## src/design/pmc_pkg.sv

```systemverilog
// Shared types and constants for the PID motor controller.
`timescale 1ns / 1ps
`default_nettype none

package pmc_pkg;

    localparam int SAMPLE_WIDTH     = 16;
    localparam int GAIN_W           = 16;
    localparam int GAIN_FRAC_BITS   = 8;
    localparam int INTEG_W          = 24;
    localparam int DRIVE_W          = 8;
    localparam int DRIVE_LIMIT      = 127;
    localparam int INTEG_LIMIT_BASE = 50;
    localparam int CFG_IDX_W        = 2;

    typedef enum logic [CFG_IDX_W-1:0] {
        REG_KP       = 2'd0,
        REG_KI       = 2'd1,
        REG_KD       = 2'd2,
        REG_VEL_MODE = 2'd3
    } pmc_reg_t;

    typedef struct packed {
        logic signed [SAMPLE_WIDTH-1:0] target;
        logic signed [SAMPLE_WIDTH-1:0] measured;
    } pmc_sample_t;

    typedef struct packed {
        logic signed [DRIVE_W-1:0] drive;
        logic                      saturated;
    } pmc_result_t;

    typedef struct packed {
        logic [GAIN_W-1:0] kp;
        logic [GAIN_W-1:0] ki;
        logic [GAIN_W-1:0] kd;
        logic              velocity_mode;
    } pmc_gains_t;

    typedef struct packed {
        logic signed [INTEG_W-1:0]    integral;
        logic signed [SAMPLE_WIDTH:0] last_error;
        logic signed [DRIVE_W-1:0]    held_drive;
    } pmc_state_t;

endpackage

`default_nettype wire

```

## src/design/pmc_limit_div.sv

```systemverilog
// Serial restoring divider for the integral limit (base << frac) / ki.
`timescale 1ns / 1ps
`default_nettype none

module pmc_limit_div #(
    parameter int GAIN_FRAC_BITS = pmc_pkg::GAIN_FRAC_BITS,
    parameter int LIMIT_W        = $clog2((pmc_pkg::INTEG_LIMIT_BASE << GAIN_FRAC_BITS) + 1)
) (
    input  wire logic                      clk,
    input  wire logic                      rst_n,
    input  wire logic                      start,
    input  wire logic [pmc_pkg::GAIN_W-1:0] divisor,
    output logic                           busy,
    output logic [LIMIT_W-1:0]             limit
);
    import pmc_pkg::*;

    localparam int CNT_W = $clog2(LIMIT_W + 1);
    localparam logic [LIMIT_W-1:0] DIVIDEND = LIMIT_W'(INTEG_LIMIT_BASE << GAIN_FRAC_BITS);

    logic               busy_reg;
    logic [CNT_W-1:0]   cnt_reg;
    logic [GAIN_W-1:0]  rem_reg;
    logic [GAIN_W-1:0]  dsr_reg;
    logic [LIMIT_W-1:0] quo_reg;   // dividend shifts out on top, quotient in below
    logic [GAIN_W:0]    trial;
    logic               fits;

    always_comb
    begin
        trial = {rem_reg, quo_reg[LIMIT_W-1]};
        fits  = (trial >= {1'b0, dsr_reg});
    end

    always_ff @(posedge clk or negedge rst_n)
    begin
        if (!rst_n)
        begin
            busy_reg <= 1'b0;
            cnt_reg  <= '0;
        end
        else if (start)
        begin
            busy_reg <= 1'b1;
            cnt_reg  <= CNT_W'(LIMIT_W);
        end
        else if (busy_reg)
        begin
            cnt_reg <= cnt_reg - 1'b1;
            if (cnt_reg == CNT_W'(1))
            begin
                busy_reg <= 1'b0;
            end
        end
    end

    always_ff @(posedge clk)
    begin
        if (start)
        begin
            rem_reg <= '0;
            dsr_reg <= divisor;
            quo_reg <= DIVIDEND;
        end
        else if (busy_reg)
        begin
            rem_reg <= fits ? GAIN_W'(trial - {1'b0, dsr_reg}) : trial[GAIN_W-1:0];
            quo_reg <= {quo_reg[LIMIT_W-2:0], fits};
        end
    end

    assign busy  = busy_reg;
    assign limit = quo_reg;

endmodule

`default_nettype wire

```

## src/design/pmc_datapath.sv

```systemverilog
// One control tick: error, clamped integral, derivative, gain sum, optional velocity-form add and drive saturation.
`timescale 1ns / 1ps
`default_nettype none

module pmc_datapath #(
    parameter int GAIN_FRAC_BITS = pmc_pkg::GAIN_FRAC_BITS,
    parameter int LIMIT_W        = $clog2((pmc_pkg::INTEG_LIMIT_BASE << GAIN_FRAC_BITS) + 1)
) (
    input  wire pmc_pkg::pmc_sample_t sample,
    input  wire pmc_pkg::pmc_gains_t  gains,
    input  wire pmc_pkg::pmc_state_t  state_cur,
    input  wire logic [LIMIT_W-1:0] limit,
    output pmc_pkg::pmc_state_t  state_next,
    output pmc_pkg::pmc_result_t result
);
    import pmc_pkg::*;

    localparam int SW    = SAMPLE_WIDTH;
    localparam int IW    = INTEG_W;
    localparam int PP_W  = GAIN_W + 1 + SW + 1;
    localparam int PI_W  = GAIN_W + 1 + IW;
    localparam int PD_W  = GAIN_W + 1 + SW + 2;
    localparam int SUM_W = PI_W + 2;
    localparam int D_W   = SUM_W + 1;

    localparam logic signed [IW-1:0]  IMAX  = {1'b0, {(IW-1){1'b1}}};
    localparam logic signed [IW-1:0]  IMIN  = {1'b1, {(IW-1){1'b0}}};
    localparam logic signed [D_W-1:0] DLIM  = D_W'(DRIVE_LIMIT);
    localparam logic signed [D_W-1:0] DLIMN = -DLIM;

    logic signed [SW:0]      err;
    logic signed [IW:0]      isum;
    logic signed [IW-1:0]    isat;
    logic signed [IW-1:0]    iclamp;
    logic signed [IW-1:0]    lim_pos;
    logic signed [IW-1:0]    lim_neg;
    logic signed [SW+1:0]    de;
    logic signed [PP_W-1:0]  pp;
    logic signed [PI_W-1:0]  pi;
    logic signed [PD_W-1:0]  pd;
    logic signed [SUM_W-1:0] sum;
    logic signed [SUM_W-1:0] u;
    logic signed [D_W-1:0]   d;
    logic signed [D_W-1:0]   dsat;

    always_comb
    begin
        err = {sample.target[SW-1], sample.target} - {sample.measured[SW-1], sample.measured};

        // integral: saturate to its own width, then the symmetric ki limit when ki is nonzero
        isum = {state_cur.integral[IW-1], state_cur.integral} + {{(IW-SW){err[SW]}}, err};
        if (isum[IW] != isum[IW-1])
        begin
            isat = isum[IW] ? IMIN : IMAX;
        end
        else
        begin
            isat = isum[IW-1:0];
        end

        lim_pos = {{(IW-LIMIT_W){1'b0}}, limit};
        lim_neg = -lim_pos;
        iclamp  = isat;
        if (gains.ki != '0)
        begin
            if (isat > lim_pos)
            begin
                iclamp = lim_pos;
            end
            else if (isat < lim_neg)
            begin
                iclamp = lim_neg;
            end
        end

        state_next.integral   = (err == '0) ? '0 : iclamp;
        state_next.last_error = err;

        de = {err[SW], err} - {state_cur.last_error[SW], state_cur.last_error};

        pp = $signed({1'b0, gains.kp}) * err;
        pi = $signed({1'b0, gains.ki}) * state_next.integral;
        pd = $signed({1'b0, gains.kd}) * de;

        sum = {{(SUM_W-PP_W){pp[PP_W-1]}}, pp}
            + {{(SUM_W-PI_W){pi[PI_W-1]}}, pi}
            + {{(SUM_W-PD_W){pd[PD_W-1]}}, pd};
        u = sum >>> GAIN_FRAC_BITS;   // floor

        d = {u[SUM_W-1], u};
        if (gains.velocity_mode)
        begin
            d = d + {{(D_W-DRIVE_W){state_cur.held_drive[DRIVE_W-1]}}, state_cur.held_drive};
        end

        if (d > DLIM)
        begin
            dsat = DLIM;
        end
        else if (d < DLIMN)
        begin
            dsat = DLIMN;
        end
        else
        begin
            dsat = d;
        end

        state_next.held_drive = dsat[DRIVE_W-1:0];
        result.drive          = dsat[DRIVE_W-1:0];
        result.saturated      = (dsat != d);
    end

endmodule

`default_nettype wire

```

## src/design/pid_motor_controller_core.sv

```systemverilog
// Top level of the PID motor controller: handshake, config registers and state.
// An accepted word is held in the input register, then moves on to the result register.
// Throughput: one word per cycle while neither the receiver nor the limit divider stalls;
// the state loop closes within the single datapath stage. A nonzero ki write starts a
// one-bit-a-cycle divider for the integral limit; samples stall while it runs.
// Reset clears gains, mode, integral, last error, held drive and both valid flags.
`timescale 1ns / 1ps
`default_nettype none

module pid_motor_controller_core #(
    parameter int GAIN_FRAC_BITS = pmc_pkg::GAIN_FRAC_BITS
) (
    input  wire logic                          clk,
    input  wire logic                          rst_n,
    input  wire logic                          sample_valid,
    output logic                               sample_stall,
    input  wire pmc_pkg::pmc_sample_t          sample_word,
    output logic                               result_valid,
    input  wire logic                          result_stall,
    output pmc_pkg::pmc_result_t               result_word,
    input  wire logic                          cfg_we,
    input  wire logic [pmc_pkg::CFG_IDX_W-1:0] cfg_index,
    input  wire logic [pmc_pkg::GAIN_W-1:0]    cfg_wdata
);
    import pmc_pkg::*;

    localparam int LIMIT_W = $clog2((INTEG_LIMIT_BASE << GAIN_FRAC_BITS) + 1);

    pmc_gains_t  gains_reg;
    pmc_state_t  state_reg;
    pmc_state_t  state_next;

    // input register stage
    logic        s1_valid_reg;
    pmc_sample_t s1_word_reg;

    // result register stage
    logic        res_valid_reg;
    pmc_result_t res_word_reg;
    pmc_result_t res_next;

    logic               div_start;
    logic               div_busy;
    logic [LIMIT_W-1:0] limit;
    logic               s1_adv;
    logic               accept;

    // the datapath stage moves on whenever the result register is free or draining
    assign s1_adv       = s1_valid_reg && (!res_valid_reg || !result_stall);
    assign sample_stall = div_busy || (s1_valid_reg && !s1_adv);
    assign accept       = sample_valid && !sample_stall;

    // limit recompute only matters for nonzero ki; zero ki bypasses the clamp
    assign div_start = cfg_we && (cfg_index == REG_KI) && (cfg_wdata != '0);

    always_ff @(posedge clk or negedge rst_n)
    begin
        if (!rst_n)
        begin
            gains_reg <= '0;
        end
        else if (cfg_we)
        begin
            unique case (cfg_index)
                REG_KP:       gains_reg.kp            <= cfg_wdata;
                REG_KI:       gains_reg.ki            <= cfg_wdata;
                REG_KD:       gains_reg.kd            <= cfg_wdata;
                REG_VEL_MODE: gains_reg.velocity_mode <= cfg_wdata[0];
            endcase
        end
    end

    pmc_limit_div #(
        .GAIN_FRAC_BITS (GAIN_FRAC_BITS),
        .LIMIT_W        (LIMIT_W)
    ) u_div (
        .clk     (clk),
        .rst_n   (rst_n),
        .start   (div_start),
        .divisor (cfg_wdata),
        .busy    (div_busy),
        .limit   (limit)
    );

    pmc_datapath #(
        .GAIN_FRAC_BITS (GAIN_FRAC_BITS),
        .LIMIT_W        (LIMIT_W)
    ) u_dp (
        .sample     (s1_word_reg),
        .gains      (gains_reg),
        .state_cur  (state_reg),
        .limit      (limit),
        .state_next (state_next),
        .result     (res_next)
    );

    always_ff @(posedge clk or negedge rst_n)
    begin
        if (!rst_n)
        begin
            s1_valid_reg  <= 1'b0;
            res_valid_reg <= 1'b0;
            state_reg     <= '0;
        end
        else
        begin
            if (accept)
            begin
                s1_valid_reg <= 1'b1;
            end
            else if (s1_adv)
            begin
                s1_valid_reg <= 1'b0;
            end

            if (s1_adv)
            begin
                res_valid_reg <= 1'b1;
                state_reg     <= state_next;   // state advances once per word
            end
            else if (!result_stall)
            begin
                res_valid_reg <= 1'b0;
            end
        end
    end

    always_ff @(posedge clk)
    begin
        if (accept)
        begin
            s1_word_reg <= sample_word;
        end
        if (s1_adv)
        begin
            res_word_reg <= res_next;
        end
    end

    assign result_valid = res_valid_reg;
    assign result_word  = res_word_reg;

endmodule

`default_nettype wire

```

## config.mk

```make
export PLATFORM = sky130hd
export DESIGN_NAME = pid_motor_controller_core
export DESIGN_NICKNAME = d
export VERILOG_FILES = /design/src/design/pmc_pkg.sv /design/src/design/pmc_limit_div.sv /design/src/design/pmc_datapath.sv /design/src/design/pid_motor_controller_core.sv
export SDC_FILE = /design/constraint.sdc
export NUM_CORES = 2
export LEC_CHECK = 0
export BUFFER_PORTS_ARGS = -buffer_cell sky130_fd_sc_hd__buf_2
export CORE_UTILIZATION = 65
export DETAILED_ROUTE_END_ITERATION = 7
export PLACE_DENSITY = 0.83
export RECOVER_POWER = 50
export SLEW_MARGIN = 10
export SYNTH_ARGS = -nofsm -noshare
export SYNTH_HDL_FRONTEND = slang
export SYNTH_HIERARCHICAL = 1
export SYNTH_SLANG_ARGS = --single-unit
```

## constraint.sdc

```tcl
create_clock -name clk -period 30.5 [get_ports clk]
set_input_delay 6.1 -clock clk [delete_from_list [all_inputs] [get_ports clk]]
set_output_delay 6.1 -clock clk [all_outputs]
set_load 0.01 [all_outputs]
```

Word-level counts from Yosys, hierarchy flattened

Index checks and enable logic that the tools add are counted.

Flip-flop bits (word level): 192
Bits of input ports: 55
Logic and storage cells: 82

$add $sub $neg: 9
Multipliers: 3
Order comparisons: 5
Equal/unequal tests: 7
Mux-type cells: 19
Reductions and logical operators: 21

Operators with widths:

| cell                | count |
|---|---|
| $mux 24             | 6 |
| $mux 44             | 3 |
| $gt 44x8->1 const B | 1 |
| $lt 44x8->1 const B | 1 |
| $ne 44x44->1        | 1 |
| $add 42x35->43      | 1 |
| $add 34x41->42      | 1 |
| $mul 17x24->41      | 1 |
| $add 35x8->36       | 1 |
| $mul 17x18->35      | 1 |
| $mul 17x17->34      | 1 |
| $reduce_bool 16->1  | 2 |
| $add 24x17->25      | 1 |
| $gt 24x15->1        | 1 |
| $lt 24x24->1        | 1 |
| $neg 14->24         | 1 |
| $sub 17x17->18      | 1 |
| $ge 17x16->1        | 1 |
| $logic_not 17->1    | 1 |
| $sub 16x16->17      | 1 |
| $mux 16             | 1 |
| $sub 16x16->16      | 1 |
| $mux 4              | 2 |
| $reduce_and 2->1    | 4 |
| other kinds (12)    | 28 |

Logic depth before layout (Yosys ltp)

Depth in word-level cells: 18
Depth in mapped cells: 85
Mapped depth without buffers: 78

Modules after synthesis

The synthesis kept the hierarchy.

By module, submodules not included:

| module                    | instances | cells each | area each (µm²) | seq. area each (µm²) |
|---|---|---|---|---|
| pmc_datapath              | 1         | 5012       | 43803.3         | 0.0 |
| pid_motor_controller_core | 1         | 264        | 5014.8          | 3733.6 |
| pmc_limit_div             | 1         | 325        | 2951.6          | 1206.2 |

Worst setup path before layout

OpenSTA, ideal clock, no wires.

Path type: flip-flop to flip-flop
Start point: reg s1_word_reg[0] in the netlist's numbering
End point: reg state_reg[0] in the netlist's numbering
Data arrival time: 18598 ps
Path slack: 11777 ps
Cell stages (with the launch flop): 78
Path buffers: 8
Clock period less this slack: 18723 ps
Path through: edfxtp_1 -> ha_1 -> fa_1 -> nor2b_1 -> o31a_1 -> o21bai_1 -> a211oi_1 -> o211ai_1 -> a21boi_0 -> o21ai_0 -> a41oi_1 -> inv_1 -> ha_1 -> clkbuf_1 -> a21oi_1 -> a21boi_0 -> a31o_2 -> o31a_1 -> [... 42 more ...] -> nor2_1 -> a21oi_1 -> xnor2_1 -> ha_1 -> clkbuf_1 -> nand4_1 -> or2_2 -> o221ai_1 -> a31oi_1 -> or4_1 -> and4_1 -> or4_1 -> nor4bb_1 -> nand4_1 -> nor3b_1 -> o21ai_0 -> buf_4 -> mux2_2

RTL lines:

| item                   | RTL line                         | text |
|---|---|---|
| from (decl)            | pid_motor_controller_core.sv:35  | `pmc_sample_t s1_word_reg;` |
| from (signal assigned) | pid_motor_controller_core.sv:132 | `s1_word_reg <= sample_word;` |
| to (signal assigned)   | pid_motor_controller_core.sv:119 | `state_reg <= state_next;` |
| to (decl)              | pid_motor_controller_core.sv:30  | `pmc_state_t state_reg;` |

==> impl_metrics.csv <==
group,metric,value,unit
worst_hold_path,timing.hold.worst.class,"flop to flop",
synth,ys_top_cells_by_count,"1179 x sky130_fd_sc_hd__inv_1, 1051 x sky130_fd_sc_hd__fa_1, 589 x sky130_fd_sc_hd__nand2_1",
critical_path,setup.reg_to_reg.worst_slack,8690,ps
floorplanning,row_count,103,
clock_network,post_cts_resized,0,
clock_network,numCtsBuffers,17,
clock_network,cts_setup_buffers,0,
critical_path,worstReg2RegEnd,"state_reg[4]",
layout,drive_above_1_share,0.06323,
timing,report.final.hold_viol_count,0,
timing,grt_setup_unrepaired,"false",
floorplanning,core,78870,um2
route,num_vias,40520,
clock_network,clock_sinks,192,
critical_path,end_kind,"flop",
clock_network,cts_hold_buffers,0,
global_route,grt_pass1_wl,234.9,mm
synth,primary_flip_flop_cell_chosen_by_synthesis_mapping,"sky130_fd_sc_hd__dfrtp_1",
timing,final.setup_skew,21.66,ps
synth,syn_area,51770,um2
floorplanning,fp.dieArea,80780,um2
worst_hold_path,min-delay-start,"s1_valid_reg",
floorplanning,io-pin-count,66,
synth,asyncSetResetFlopFracSynth,0.5469,
route,detail_route.wl_per_cell,21.98,um
global_route,grt_antenna_before_repair,5,
synth,synth.net_count,7145,
critical_path,criticalPathCategory,"flop to flop",
layout,nNetsFinal,7066,
floorplanning,die_h,284.2,um
critical_path,timing.critical_path.slowest_stage_cell,"sky130_fd_sc_hd__ha_1",
clock_network,clock_latency,530,ps
outcome,status,"complete, but fails checks",
critical_path,worst_path_most_repeated_cell,"sky130_fd_sc_hd__fa_1",
critical_path,timing.critical_path.from_type,"flop",
global_route,grt_pass1_vias,43360,
floorplanning,floorplan.die.width,284.2,um
worst_hold_path,min_path_cells,1,
layout,multiInputGateArea,41570,um2
synth,synth_seq_cells,192,
timing,timing.final.max_slew_violations,141,
timing,max_slew_margin,-1.448,
timing,layout_min_cycle_time,21810,ps
layout,fill_cells,6010,
synth,instance_count_of_the_mapped_netlist,5601,
worst_hold_path,hold_path_end,"result_valid",
synth,yosysTopAreaCellShare,0.4064,
route,avgViaCountPerCell,6.147,
synth,synth.avg_cell_area,9.243,um2
synth,count_leader_synth,"sky130_fd_sc_hd__inv_1",
timing,final_min_period_over_clock_period,0.7152,
synth,yosys_warnings,6,
route,drt_drc_violations_left,0,
critical_path,critical_path_arrival,22220,ps
placement,numPortBuffers,65,
route,antenna_violating_nets_post_route,0,
critical_path,cp_data_required_time,30910,ps
synth,ys_top_cells_by_area,"sky130_fd_sc_hd__fa_1 41%, sky130_fd_sc_hd__ha_1 11%, sky130_fd_sc_hd__inv_1 8.5%, sky130_fd_sc_hd__dfrtp_1 5.1%, sky130_fd_sc_hd__nand2_1 4.3%",
clock_network,cts_root_buffer_type,"sky130_fd_sc_hd__clkbuf_16",
flow_run,max_cap_viol_count,3,
route,detailedRoute.firstPassIterationCount,8,
clock_network,cts_tree,"done",
timing,tightestPinTransition,3672,ps
route,first_iter_violations,4057,
global_route,grt_usage,0.3746,
global_route,overflow,0,
route,postRouteWirelength,144.9,mm
floorplanning,starting_utilization_of_the_core_area,0.6564,
critical_path,critical_path.max_stage_delay,600,ps
critical_path,crit_path_max_fanout,21,
synth,sequential_cell_area_fraction_in_the_yosys_report,0.09542,
synth,ys_types,108,
synth,synth_edf_count,57,
clock_network,clock_tree.htree_level_count,4,
global_route,maximum_number_of_pins_on_one_net_before_global_route_repair,86,
critical_path,crit-reg2reg-launch,"s1_word_reg[0]",
clock_network,clk_transition_reported_paths,90,ps
synth,synth_top_cell_by_area,"sky130_fd_sc_hd__fa_1",
layout,final-seq-area,4942,um2
critical_path,ff2ff_path_depth,72,
timing,maxClockFrequency,45.84,MHz
timing,final.setup.tns,0,ps
layout,area_growth_syn_to_layout,3.910,%
timing,setup_viol,0,
placement,hpwl,120.0,mm
placement,gp_congestion,1.077,
clock_network,ctsLongestPathBuffers,2,
outcome,violations_in_the_final_reports,"max-capacitance violations, max-slew violations",
worst max-delay path: cells and delay by family (launching register included):
kind	cells	cell delay, ps
multiplexers	2	670
AND/OR/NAND/NOR	13	3500
buffers and inverters	7	1410
adder cells (fa/ha/maj)	16	7550
flip-flops	1	380
AO/OA/AOI/OAI	34	8120
through the flow:
stage          hold slack (ps)  setup slack (ps)  utilization  cell area [um2]  instances
2_1_floorplan            443.6             11780            -            51770       5601
3_3_place_gp             459.7              9657       0.6742            53180       6553
3_5_place_dp             484.2              9249       0.6742            53180       6553
4_1_cts                  506.6              9083       0.6824            53820       6585
5_1_grt                  535.4              7385       0.6819            53780       6585
6_report                 513.6              8687       0.6821            53790       6591
how the worst max path moves through the flow:
stage | startpoint | endpoint | depth (start not counted)
floorplan | s1_word_reg[0] | state_reg[0] | 77
global placement | s1_word_reg[0] | state_reg[4] | 73
detailed placement | s1_word_reg[0] | state_reg[4] | 73
CTS | s1_word_reg[0] | state_reg[4] | 72
global route | s1_word_reg[0] | state_reg[4] | 72
finish | s1_word_reg[0] | state_reg[4] | 72
placed cells by master (no fill, tap or decap), types with 24 or more instances in the layout:
master                        n
sky130_fd_sc_hd__and3_1     116
sky130_fd_sc_hd__a21o_1      55
sky130_fd_sc_hd__nand3_1     91
sky130_fd_sc_hd__nor2b_1     85
sky130_fd_sc_hd__nor2_1     221
sky130_fd_sc_hd__dfxtp_1     30
sky130_fd_sc_hd__and2_1     259
sky130_fd_sc_hd__inv_1     1179
sky130_fd_sc_hd__nand2_1    589
sky130_fd_sc_hd__nand2b_1    39
sky130_fd_sc_hd__a21oi_1    154
sky130_fd_sc_hd__dfrtp_1    103
sky130_fd_sc_hd__edfxtp_1    57
sky130_fd_sc_hd__fa_1      1051
sky130_fd_sc_hd__o21ai_0    102
sky130_fd_sc_hd__nor4_1      26
sky130_fd_sc_hd__xnor2_1     79
sky130_fd_sc_hd__mux2_2     103
sky130_fd_sc_hd__xor2_1      37
sky130_fd_sc_hd__or2_2       27
sky130_fd_sc_hd__buf_2       46
sky130_fd_sc_hd__buf_4       75
sky130_fd_sc_hd__nand4_1     35
sky130_fd_sc_hd__nor3_1      54
sky130_fd_sc_hd__mux2i_1     24
sky130_fd_sc_hd__o21a_1      25
sky130_fd_sc_hd__ha_1       438
per-layer routing:
| layer | track usage | wire, um |
|---|---|---|
| met5 | 0 | 13 |
| met4 | 0.1624 | 6772 |
| met3 | 0.1012 | 16040 |
| met2 | 0.5948 | 66780 |
| met1 | 0.4842 | 55260 |
final cells by class:
cell class / count / area share
Antenna cell: 6 / 0.0002791
Inverter: 1182 / 0.08248
Clock buffer: 18 / 0.008373
Multi-Input combinational cell: 3988 / 0.7728
Timing Repair Buffer: 141 / 0.01614
Tap cell: 1050 / 0.02442
Sequential cell: 192 / 0.09187
Clock inverter: 14 / 0.003652
cell families (layout without fill, tap and decap cells):
family                     after synthesis  after routing  share of synthesized area
and+or+nand+nor                       1618           1618                     0.1561
adders and majority gates             1489           1489                     0.5123
buffers and inverters                 1421           1355                     0.1046
AOI/OAI and AO/OA                      625            625                    0.08268
DFF                                    192            192                    0.09542
xor gates and xnor gates               129            129                    0.02182
muxes                                  127            127                    0.02704
other                                    0              6                          0
Power is not shown: default switching activity piles up to over one toggle a cycle in this logic, so the estimate is an artifact.
